### src/rtl/core/gud_pkg.sv
// Shared types, constants and address helper for the grid upscale/dilate block.
`timescale 1ns / 1ps
`default_nettype none

package gud_pkg;

    localparam int MAX_ROWS = 16;
    localparam int MAX_COLS = 16;
    localparam int DEPTH    = MAX_ROWS * MAX_COLS;
    localparam int AW       = (DEPTH > 1) ? $clog2(DEPTH) : 1;

    // configuration register indexes
    localparam logic CFG_ROWS = 1'b0;
    localparam logic CFG_COLS = 1'b1;

    // opcodes
    localparam logic OP_WRITE = 1'b0;
    localparam logic OP_READ  = 1'b1;

    typedef logic signed [7:0] t_cell;
    typedef logic [AW-1:0]     t_addr;

    // per-offset neighbor info; index 0/1/2 = offset -1/0/+1
    // sel: 0 picks the lower coarse row/col, 1 the upper one
    typedef struct packed {
        logic [2:0] rsel;
        logic [2:0] rvld;
        logic [2:0] csel;
        logic [2:0] cvld;
    } t_nbr;

    function automatic t_addr cell_addr(input logic [4:0] row, input logic [4:0] col);
        int full;
        full = int'(row) * MAX_COLS + int'(col);
        return t_addr'(full);
    endfunction

    // 0 acts as 1, above the maximum saturates
    function automatic logic [4:0] eff_dim(input logic [4:0] g, input int maxv);
        logic [4:0] r;
        if (g == 5'd0) begin
            r = 5'd1;
        end else if (int'(g) > maxv) begin
            r = 5'(maxv);
        end else begin
            r = g;
        end
        return r;
    endfunction

endpackage

`default_nettype wire

### src/rtl/core/gud_store.sv
// Coarse cell store: single-port synchronous RAM with a registered read.
`timescale 1ns / 1ps
`default_nettype none

module gud_store (
    input  wire logic           i_clk,
    input  wire logic           i_we,
    input  wire gud_pkg::t_addr i_addr,
    input  wire gud_pkg::t_cell i_wdata,
    output gud_pkg::t_cell      o_rdata
);

    gud_pkg::t_cell r_mem [gud_pkg::DEPTH];

    always_ff @(posedge i_clk) begin
        if (i_we) begin
            r_mem[i_addr] <= i_wdata;
        end else begin
            o_rdata <= r_mem[i_addr];
        end
    end

endmodule

`default_nettype wire

### src/rtl/core/gud_pick.sv
// Dilation select: last positive neighbor in row-major order, else the center value.
`timescale 1ns / 1ps
`default_nettype none

module gud_pick (
    input  wire gud_pkg::t_cell i_vals [4],
    input  wire gud_pkg::t_nbr  i_nbr,
    output gud_pkg::t_cell      o_cell
);

    always_comb begin
        gud_pkg::t_cell res;
        gud_pkg::t_cell v;
        res = i_vals[{i_nbr.rsel[1], i_nbr.csel[1]}];
        for (int dr = 0; dr < 3; dr++) begin
            for (int dc = 0; dc < 3; dc++) begin
                v = i_vals[{i_nbr.rsel[dr], i_nbr.csel[dc]}];
                if (i_nbr.rvld[dr] && i_nbr.cvld[dc] && (v > 8'sd0)) begin
                    res = v;
                end
            end
        end
        o_cell = res;
    end

endmodule

`default_nettype wire

### src/rtl/core/grid_upscale_dilate.sv
// Top level: coarse occupancy store with a 4x upscaled, 3x3-dilated read path.
`timescale 1ns / 1ps
`default_nettype none

// Usage
//   Command channel: drive i_opcode/i_row_addr/i_col_addr/i_cell_in with i_start;
//   a beat is taken on a rising edge with i_start high and o_busy low.
//   Write beat (opcode 0): stores i_cell_in at the coarse row/col in the same
//   edge, no result; out-of-grid writes are dropped. Next beat can follow at once.
//   Read beat (opcode 1): fine row/col of the 4x replicated grid. The 3x3
//   neighborhood covers at most 2x2 coarse cells; these are fetched one per
//   cycle through the single RAM port in S_FETCH, then selected in S_DRAIN.
//   Result (o_cell_out, o_addr_error) shows with o_strobe for one cycle,
//   registered from S_DRAIN. o_busy drops in the strobe cycle, so the
//   next beat can be taken in it, after the four RAM fetches and the select.
//   Out-of-grid read: flagged result (0, error) in the cycle after accept.
//   The receiver cannot stall; each result beat is taken when shown.
//   Config: i_cfg_we writes i_cfg_data to register i_cfg_idx (0 rows, 1 cols)
//   at that edge. The user must write only while idle; the block does not enforce this.
//   Reset (sync, active low): grid 3x3, sequencer idle, no strobe. The cell
//   store is not cleared; reading an unwritten cell gives undefined data.
module grid_upscale_dilate (
    input  wire logic              i_clk,
    input  wire logic              i_rst_n,
    input  wire logic              i_start,
    output logic                   o_busy,
    input  wire logic              i_opcode,
    input  wire logic [5:0]        i_row_addr,
    input  wire logic [5:0]        i_col_addr,
    input  wire logic signed [7:0] i_cell_in,
    output logic                   o_strobe,
    output logic signed [7:0]      o_cell_out,
    output logic                   o_addr_error,
    input  wire logic              i_cfg_we,
    input  wire logic              i_cfg_idx,
    input  wire logic [4:0]        i_cfg_data
);

    typedef enum logic [2:0] {
        S_IDLE  = 3'b001,
        S_FETCH = 3'b010,
        S_DRAIN = 3'b100
    } t_state;

    t_state r_state, n_state;
    logic [1:0] r_slot;

    logic [4:0] r_grid_rows;
    logic [4:0] r_grid_cols;

    // latched read context
    logic [4:0]     r_row_lo, r_row_hi, r_col_lo, r_col_hi;
    gud_pkg::t_nbr  r_nbr;
    gud_pkg::t_cell r_vals [3];

    // effective grid, fine bounds
    logic [4:0] eff_rows, eff_cols;
    logic [6:0] fine_rows, fine_cols;
    logic       accept, rd_accept, wr_accept, rd_oob;

    assign eff_rows  = gud_pkg::eff_dim(r_grid_rows, gud_pkg::MAX_ROWS);
    assign eff_cols  = gud_pkg::eff_dim(r_grid_cols, gud_pkg::MAX_COLS);
    assign fine_rows = {eff_rows, 2'b00};
    assign fine_cols = {eff_cols, 2'b00};

    assign o_busy    = (r_state != S_IDLE);
    assign accept    = i_start && !o_busy;
    assign wr_accept = accept && (i_opcode == gud_pkg::OP_WRITE);
    assign rd_accept = accept && (i_opcode == gud_pkg::OP_READ);
    assign rd_oob    = ({1'b0, i_row_addr} >= fine_rows) || ({1'b0, i_col_addr} >= fine_cols);

    // coarse rows/cols spanned by the neighborhood, and per-offset selects
    logic [6:0]    row_p1, col_p1;
    logic [4:0]    row_lo, row_hi, col_lo, col_hi;
    gud_pkg::t_nbr nbr;

    always_comb begin
        row_p1 = {1'b0, i_row_addr} + 7'd1;
        col_p1 = {1'b0, i_col_addr} + 7'd1;
        row_lo = (i_row_addr == 6'd0) ? 5'd0 : {1'b0, 4'((i_row_addr - 6'd1) >> 2)};
        col_lo = (i_col_addr == 6'd0) ? 5'd0 : {1'b0, 4'((i_col_addr - 6'd1) >> 2)};
        row_hi = row_p1[6:2];
        col_hi = col_p1[6:2];
        nbr.rsel[0] = 1'b0;
        nbr.rsel[1] = ({1'b0, i_row_addr[5:2]} != row_lo);
        nbr.rsel[2] = (row_hi != row_lo);
        nbr.csel[0] = 1'b0;
        nbr.csel[1] = ({1'b0, i_col_addr[5:2]} != col_lo);
        nbr.csel[2] = (col_hi != col_lo);
        nbr.rvld[0] = (i_row_addr != 6'd0);
        nbr.rvld[1] = 1'b1;
        nbr.rvld[2] = (row_p1 < fine_rows);
        nbr.cvld[0] = (i_col_addr != 6'd0);
        nbr.cvld[1] = 1'b1;
        nbr.cvld[2] = (col_p1 < fine_cols);
    end

    // RAM port: write straight from the command beat, else fetch slot
    // slot order: (lo,lo) (lo,hi) (hi,lo) (hi,hi)
    logic           ram_we;
    gud_pkg::t_addr ram_addr;
    gud_pkg::t_cell ram_rdata;

    assign ram_we = wr_accept && ({1'b0, i_row_addr} < {2'b00, eff_rows})
                              && ({1'b0, i_col_addr} < {2'b00, eff_cols});

    always_comb begin
        if (r_state == S_FETCH) begin
            ram_addr = gud_pkg::cell_addr(r_slot[1] ? r_row_hi : r_row_lo,
                                          r_slot[0] ? r_col_hi : r_col_lo);
        end else begin
            ram_addr = gud_pkg::cell_addr(i_row_addr[4:0], i_col_addr[4:0]);
        end
    end

    gud_store u_store (
        .i_clk   (i_clk),
        .i_we    (ram_we),
        .i_addr  (ram_addr),
        .i_wdata (i_cell_in),
        .o_rdata (ram_rdata)
    );

    // last fetch arrives in the drain cycle, straight from the RAM
    gud_pkg::t_cell pick_vals [4];
    gud_pkg::t_cell pick_cell;

    assign pick_vals[0] = r_vals[0];
    assign pick_vals[1] = r_vals[1];
    assign pick_vals[2] = r_vals[2];
    assign pick_vals[3] = ram_rdata;

    gud_pick u_pick (
        .i_vals (pick_vals),
        .i_nbr  (r_nbr),
        .o_cell (pick_cell)
    );

    // sequencer
    always_comb begin
        n_state = r_state;
        unique case (r_state)
            S_IDLE: begin
                if (rd_accept && !rd_oob) begin
                    n_state = S_FETCH;
                end
            end
            S_FETCH: begin
                if (r_slot == 2'd3) begin
                    n_state = S_DRAIN;
                end
            end
            S_DRAIN: n_state = S_IDLE;
            default: n_state = S_IDLE;
        endcase
    end

    always_ff @(posedge i_clk) begin
        if (!i_rst_n) begin
            r_state     <= S_IDLE;
            r_slot      <= 2'd0;
            o_strobe    <= 1'b0;
            r_grid_rows <= 5'd3;
            r_grid_cols <= 5'd3;
        end else begin
            r_state  <= n_state;
            o_strobe <= (rd_accept && rd_oob) || (r_state == S_DRAIN);
            if (r_state == S_FETCH) begin
                r_slot <= r_slot + 2'd1;
            end else begin
                r_slot <= 2'd0;
            end
            if (i_cfg_we) begin
                unique case (i_cfg_idx)
                    gud_pkg::CFG_ROWS: r_grid_rows <= i_cfg_data;
                    gud_pkg::CFG_COLS: r_grid_cols <= i_cfg_data;
                    default: ;
                endcase
            end
        end
    end

    // payload: read context, fetched cells, result
    always_ff @(posedge i_clk) begin
        if (rd_accept) begin
            r_row_lo <= row_lo;
            r_row_hi <= row_hi;
            r_col_lo <= col_lo;
            r_col_hi <= col_hi;
            r_nbr    <= nbr;
        end
        if ((r_state == S_FETCH) && (r_slot != 2'd0)) begin
            r_vals[r_slot - 2'd1] <= ram_rdata;
        end
        if (rd_accept && rd_oob) begin
            o_cell_out   <= 8'sd0;
            o_addr_error <= 1'b1;
        end else if (r_state == S_DRAIN) begin
            o_cell_out   <= pick_cell;
            o_addr_error <= 1'b0;
        end
    end

endmodule

`default_nettype wire
### config.mk
export PLATFORM = sky130hd
export DESIGN_NAME = grid_upscale_dilate
export DESIGN_NICKNAME = d
export VERILOG_FILES = /design/src/rtl/core/gud_pkg.sv /design/src/rtl/core/gud_store.sv /design/src/rtl/core/gud_pick.sv /design/src/rtl/core/grid_upscale_dilate.sv
export SDC_FILE = /design/constraint.sdc
export NUM_CORES = 2
export LEC_CHECK = 0
export ABC_AREA = 1
export BUFFER_PORTS_ARGS = -buffer_cell sky130_fd_sc_hd__buf_4
export CORE_MARGIN = 2
export CORE_UTILIZATION = 45
export CTS_CLUSTER_DIAMETER = 100
export CTS_CLUSTER_SIZE = 8
export DETAILED_ROUTE_END_ITERATION = 16
export MAX_ROUTING_LAYER = met4
export PLACE_DENSITY = 0.65
export SYNTH_ARGS = -nofsm -noshare
export SYNTH_HDL_FRONTEND = slang
export SYNTH_HIERARCHICAL = 1
export SYNTH_SLANG_ARGS = --single-unit
### constraint.sdc
create_clock -name i_clk -period 3.8 [get_ports i_clk]
set_input_delay 0 -clock i_clk [delete_from_list [all_inputs] [get_ports i_clk]]
set_output_delay 0 -clock i_clk [all_outputs]
set_load 0.01 [all_outputs]
==> qor.yml <==
outcome: "finished clean"
synth_warnings: 6
drive_gt1_share_pct: 10.3
max_stage_delay_ns: 0.54
cp_max_fo: 11
met1Wirelength_um: 105000
clk_latency_ns: 0.94
crit_arrival_ns: 4.24
cpMaxStageDelayCell: "dfxtp_1"
start_util_pct: 45.3
final_cell_mix: "nand2_1, edfxtp_1, buf_4, nor2_1, clkbuf_16"
wl_met2_um: 120000
vias_per_cell: 5.33
min-delay-path-class: "primary input to flip-flop"
synth-seq-area-share_pct: 69.6
drc: 0
nNetsFinal: 9565
ys_types: 52
grt_overflow: 0
post_cts_buffers: 0
syn_avg_cell_area_um2: 10.2
critPathLaunchType: "flip-flop"
rsz0062_at_grt: "false"
timing.setup.tns_ns: 0
ios: 42
io_buffers: 41
post-route-period-util_pct: 95.4
peakVddDrop_mv: 0.403
hold_viol: 0
grt_pass1_vias: 62700
tritoncts: "built"
crit_chain: "inv_2 -> nand2_1 -> nand2_1 -> ha_1 -> ha_1 -> o21ai_1 -> a21oi_1 -> o21bai_1 -> inv_1 -> nand2_1 -> inv_1 -> nand2_1 -> nor2_1 -> buf_4"
numClockSinks: 2130
syn_to_final_growth_pct: 16.6
fmax_mhz: 276
p_per_area_nw_per_um2: 504
placementRows: 165
grt_pass1_wl_um: 379000
timing.final.ws_setup_ns: 0.173
fillCellCount: 17200
setup-violations-final: 0
layout_commonest_cell: "nand2_1"
wire_per_inst_um: 20.8
vias: 65100
routed_wl_um: 254000
crit_top_cell: "nand2_1"
worstSetupPathType: "flip-flop to flip-flop"
initialDrtViolationCount: 6884
htreeDepth: 5
grt_antenna_before_repair: 7
syn-cell-area_um2: 91500
gp_congestion: 0.916
cp-end-kind: "flip-flop"
dpl.hpwl_um: 152000
antenna_left: 0
die_h_um: 455
path_delay_family: "simple AND/OR/NAND/NOR gates"
synth_ff_type: "edfxtp_1"
cap_violations: 0
max_slew_margin_pct: 30.2
core-area_um2: 202000
finalCriticalPeriod_ns: 3.63
path_buf_inv: 4
fp.dieW_um: 455
top_layer: "met4"
clock_path_buffers: 4
die-area_um2: 207000
grt_usage_pct: 24.9
finalMaxSlewViolations: 0
firstDrtPassIters: 6
synth-async-reset-ratio_pct: 0
clock_skew_ns: 0.0395
cts-buffers-inserted: 316
dr_wl_met3_um: 19800
worst_slew_pin_slew_ns: 1.05
dp_slack_ns: 0.0339
grt_max_degree: 124
cts-root-buf: "clkbuf_16"
clkTransAtPathRegs_ns: 0.05
cp_data_required_time_ns: 4.41
synth_cells: 9008
leakagePower_nw: 43.5
synth_edf_count: 2105
ys_ff_latch: 2130
==> where the power goes <==
part / leakage [nW] / total, W / switching [W] / internal, W
clock: 4.02 / 0.0240 / 0.00920 / 0.0148
combinational: 20.3 / 0.00378 / 0.00275 / 0.00103
sequential: 19.1 / 0.0260 / 0.0000924 / 0.0259
total: 43.5 / 0.0538 / 0.0120 / 0.0418
==> layer usage <==
metal	GRT usage [%]	vias up
li1	-	30400
met5	-	-
met4	8.64	0
met2	39.5	2799
met3	3.65	476
met1	32.9	31400
==> worst paths after layout <==
kind,slack (ns),cells past startpoint,endpoint,from
worst min-delay path,0.08,3,r_row_hi[2],i_row_addr[4]
worst max-delay path,0.17,14,u_store/r_mem[178][5],r_slot[1]
worst min register to register,0.45,2,o_addr_error,o_addr_error
worst max register to register,0.17,14,u_store/r_mem[178][5],r_slot[1]
==> cells in the mapped netlist, types with 3 or more instances <==
cell | instances | share of area, %
o211ai_1 | 3 | 0.025
buf_4 | 10 | 0.082
and2_1 | 13 | 0.089
o21ai_0 | 105 | 0.57
a21oi_2 | 6 | 0.057
buf_1 | 39 | 0.16
nand2_2 | 7 | 0.048
o21ai_2 | 10 | 0.096
nand2_4 | 10 | 0.12
a31oi_1 | 5 | 0.034
nand4_1 | 7 | 0.048
nor3_1 | 10 | 0.055
nor3_4 | 4 | 0.071
nand3b_1 | 10 | 0.082
clkbuf_1 | 176 | 0.72
nor2_1 | 423 | 1.7
nand2_1 | 5139 | 21
a21oi_1 | 62 | 0.34
ha_1 | 33 | 0.45
nand3_1 | 243 | 1.3
nor2_2 | 4 | 0.027
edfxtp_1 | 2105 | 69
nor2_4 | 5 | 0.061
or2_1 | 3 | 0.021
xor2_1 | 9 | 0.086
inv_2 | 27 | 0.11
buf_2 | 200 | 1.1
dfxtp_1 | 25 | 0.55
clkinv_1 | 4 | 0.016
buf_6 | 17 | 0.21
or2_2 | 3 | 0.021
inv_1 | 120 | 0.49
o21ai_1 | 146 | 0.80
==> area by class of cell <==
class	count	area, um^2	area share, %
tap	2672	3340	3.13
multi-input combinational	6287	25300	23.7
clock inverter	7	67.6	0.0633
clock buffer	344	8140	7.62
timing repair buffer	613	5620	5.26
sequential	2130	63700	59.7
inverter	153	614	0.575
antenna	4	10.0	0.00938
==> worst reg2reg max path: stages (launching register included) <==
cell	delay, ns
dfxtp_1	0.54
inv_2	0.16
nand2_1	0.09
nand2_1	0.07
ha_1	0.20
ha_1	0.20
o21ai_1	0.14
a21oi_1	0.06
o21bai_1	0.33
inv_1	0.15
nand2_1	0.08
inv_1	0.23
nand2_1	0.44
nor2_1	0.38
buf_4	0.26
==> sequential cells by signal, indices dropped and copies added, names as in the netlist, 3 cells and up <==
signal	cells
o_cell_out	8
r_row_lo	4
r_col_hi	5
r_row_hi	4
r_col_lo	4
r_state	3
r_grid_cols	5
r_nbr	8
u_store/r_mem	2048
r_grid_rows	5
u_store/o_rdata	8
r_vals	24
==> metrics by stage <==
step	area, um^2	utilization, %	hold slack (ns)	power (W)	cells
2_1_floorplan	91600	-	0.0989	0.0284	9014
3_3_place_gp	97800	48.4	0.225	0.0301	11800
3_5_place_dp	97800	48.4	0.235	0.0301	11800
4_1_cts	107000	52.8	0.00233	0.0542	12200
5_1_grt	107000	52.8	0.0458	0.0555	12200
6_report	107000	52.8	0.0843	0.0538	12200
==> logic make-up (layout without fill, tap and decap cells) <==
| kind of cell | count (synthesis) | after routing | share of synthesized area (%) |
|---|---|---|---|
| AO/OA/AOI/OAI | 347 | 347 | 2.05 |
| XOR/XNOR | 10 | 10 | 0.0957 |
| other | 2 | 12 | 0.00820 |
| buffers and inverters | 597 | 1117 | 2.93 |
| AND/OR/NAND/NOR | 5888 | 5888 | 24.9 |
| flip-flops | 2130 | 2130 | 69.6 |
| adder cells (fa/ha/maj) | 33 | 33 | 0.451 |
| multiplexers | 1 | 1 | 0.0109 |
==> repair_timing <==
| item | 4_1_cts | 5_1_grt |
|---|---|---|
| endpoints found under the setup margin | 0 | 128 |
| resized for setup | 0 | 15 |
| hold endpoints to repair | 1689 | 0 |
| hold buffers | 65 | 0 |
(Power assumes the default switching activity.)
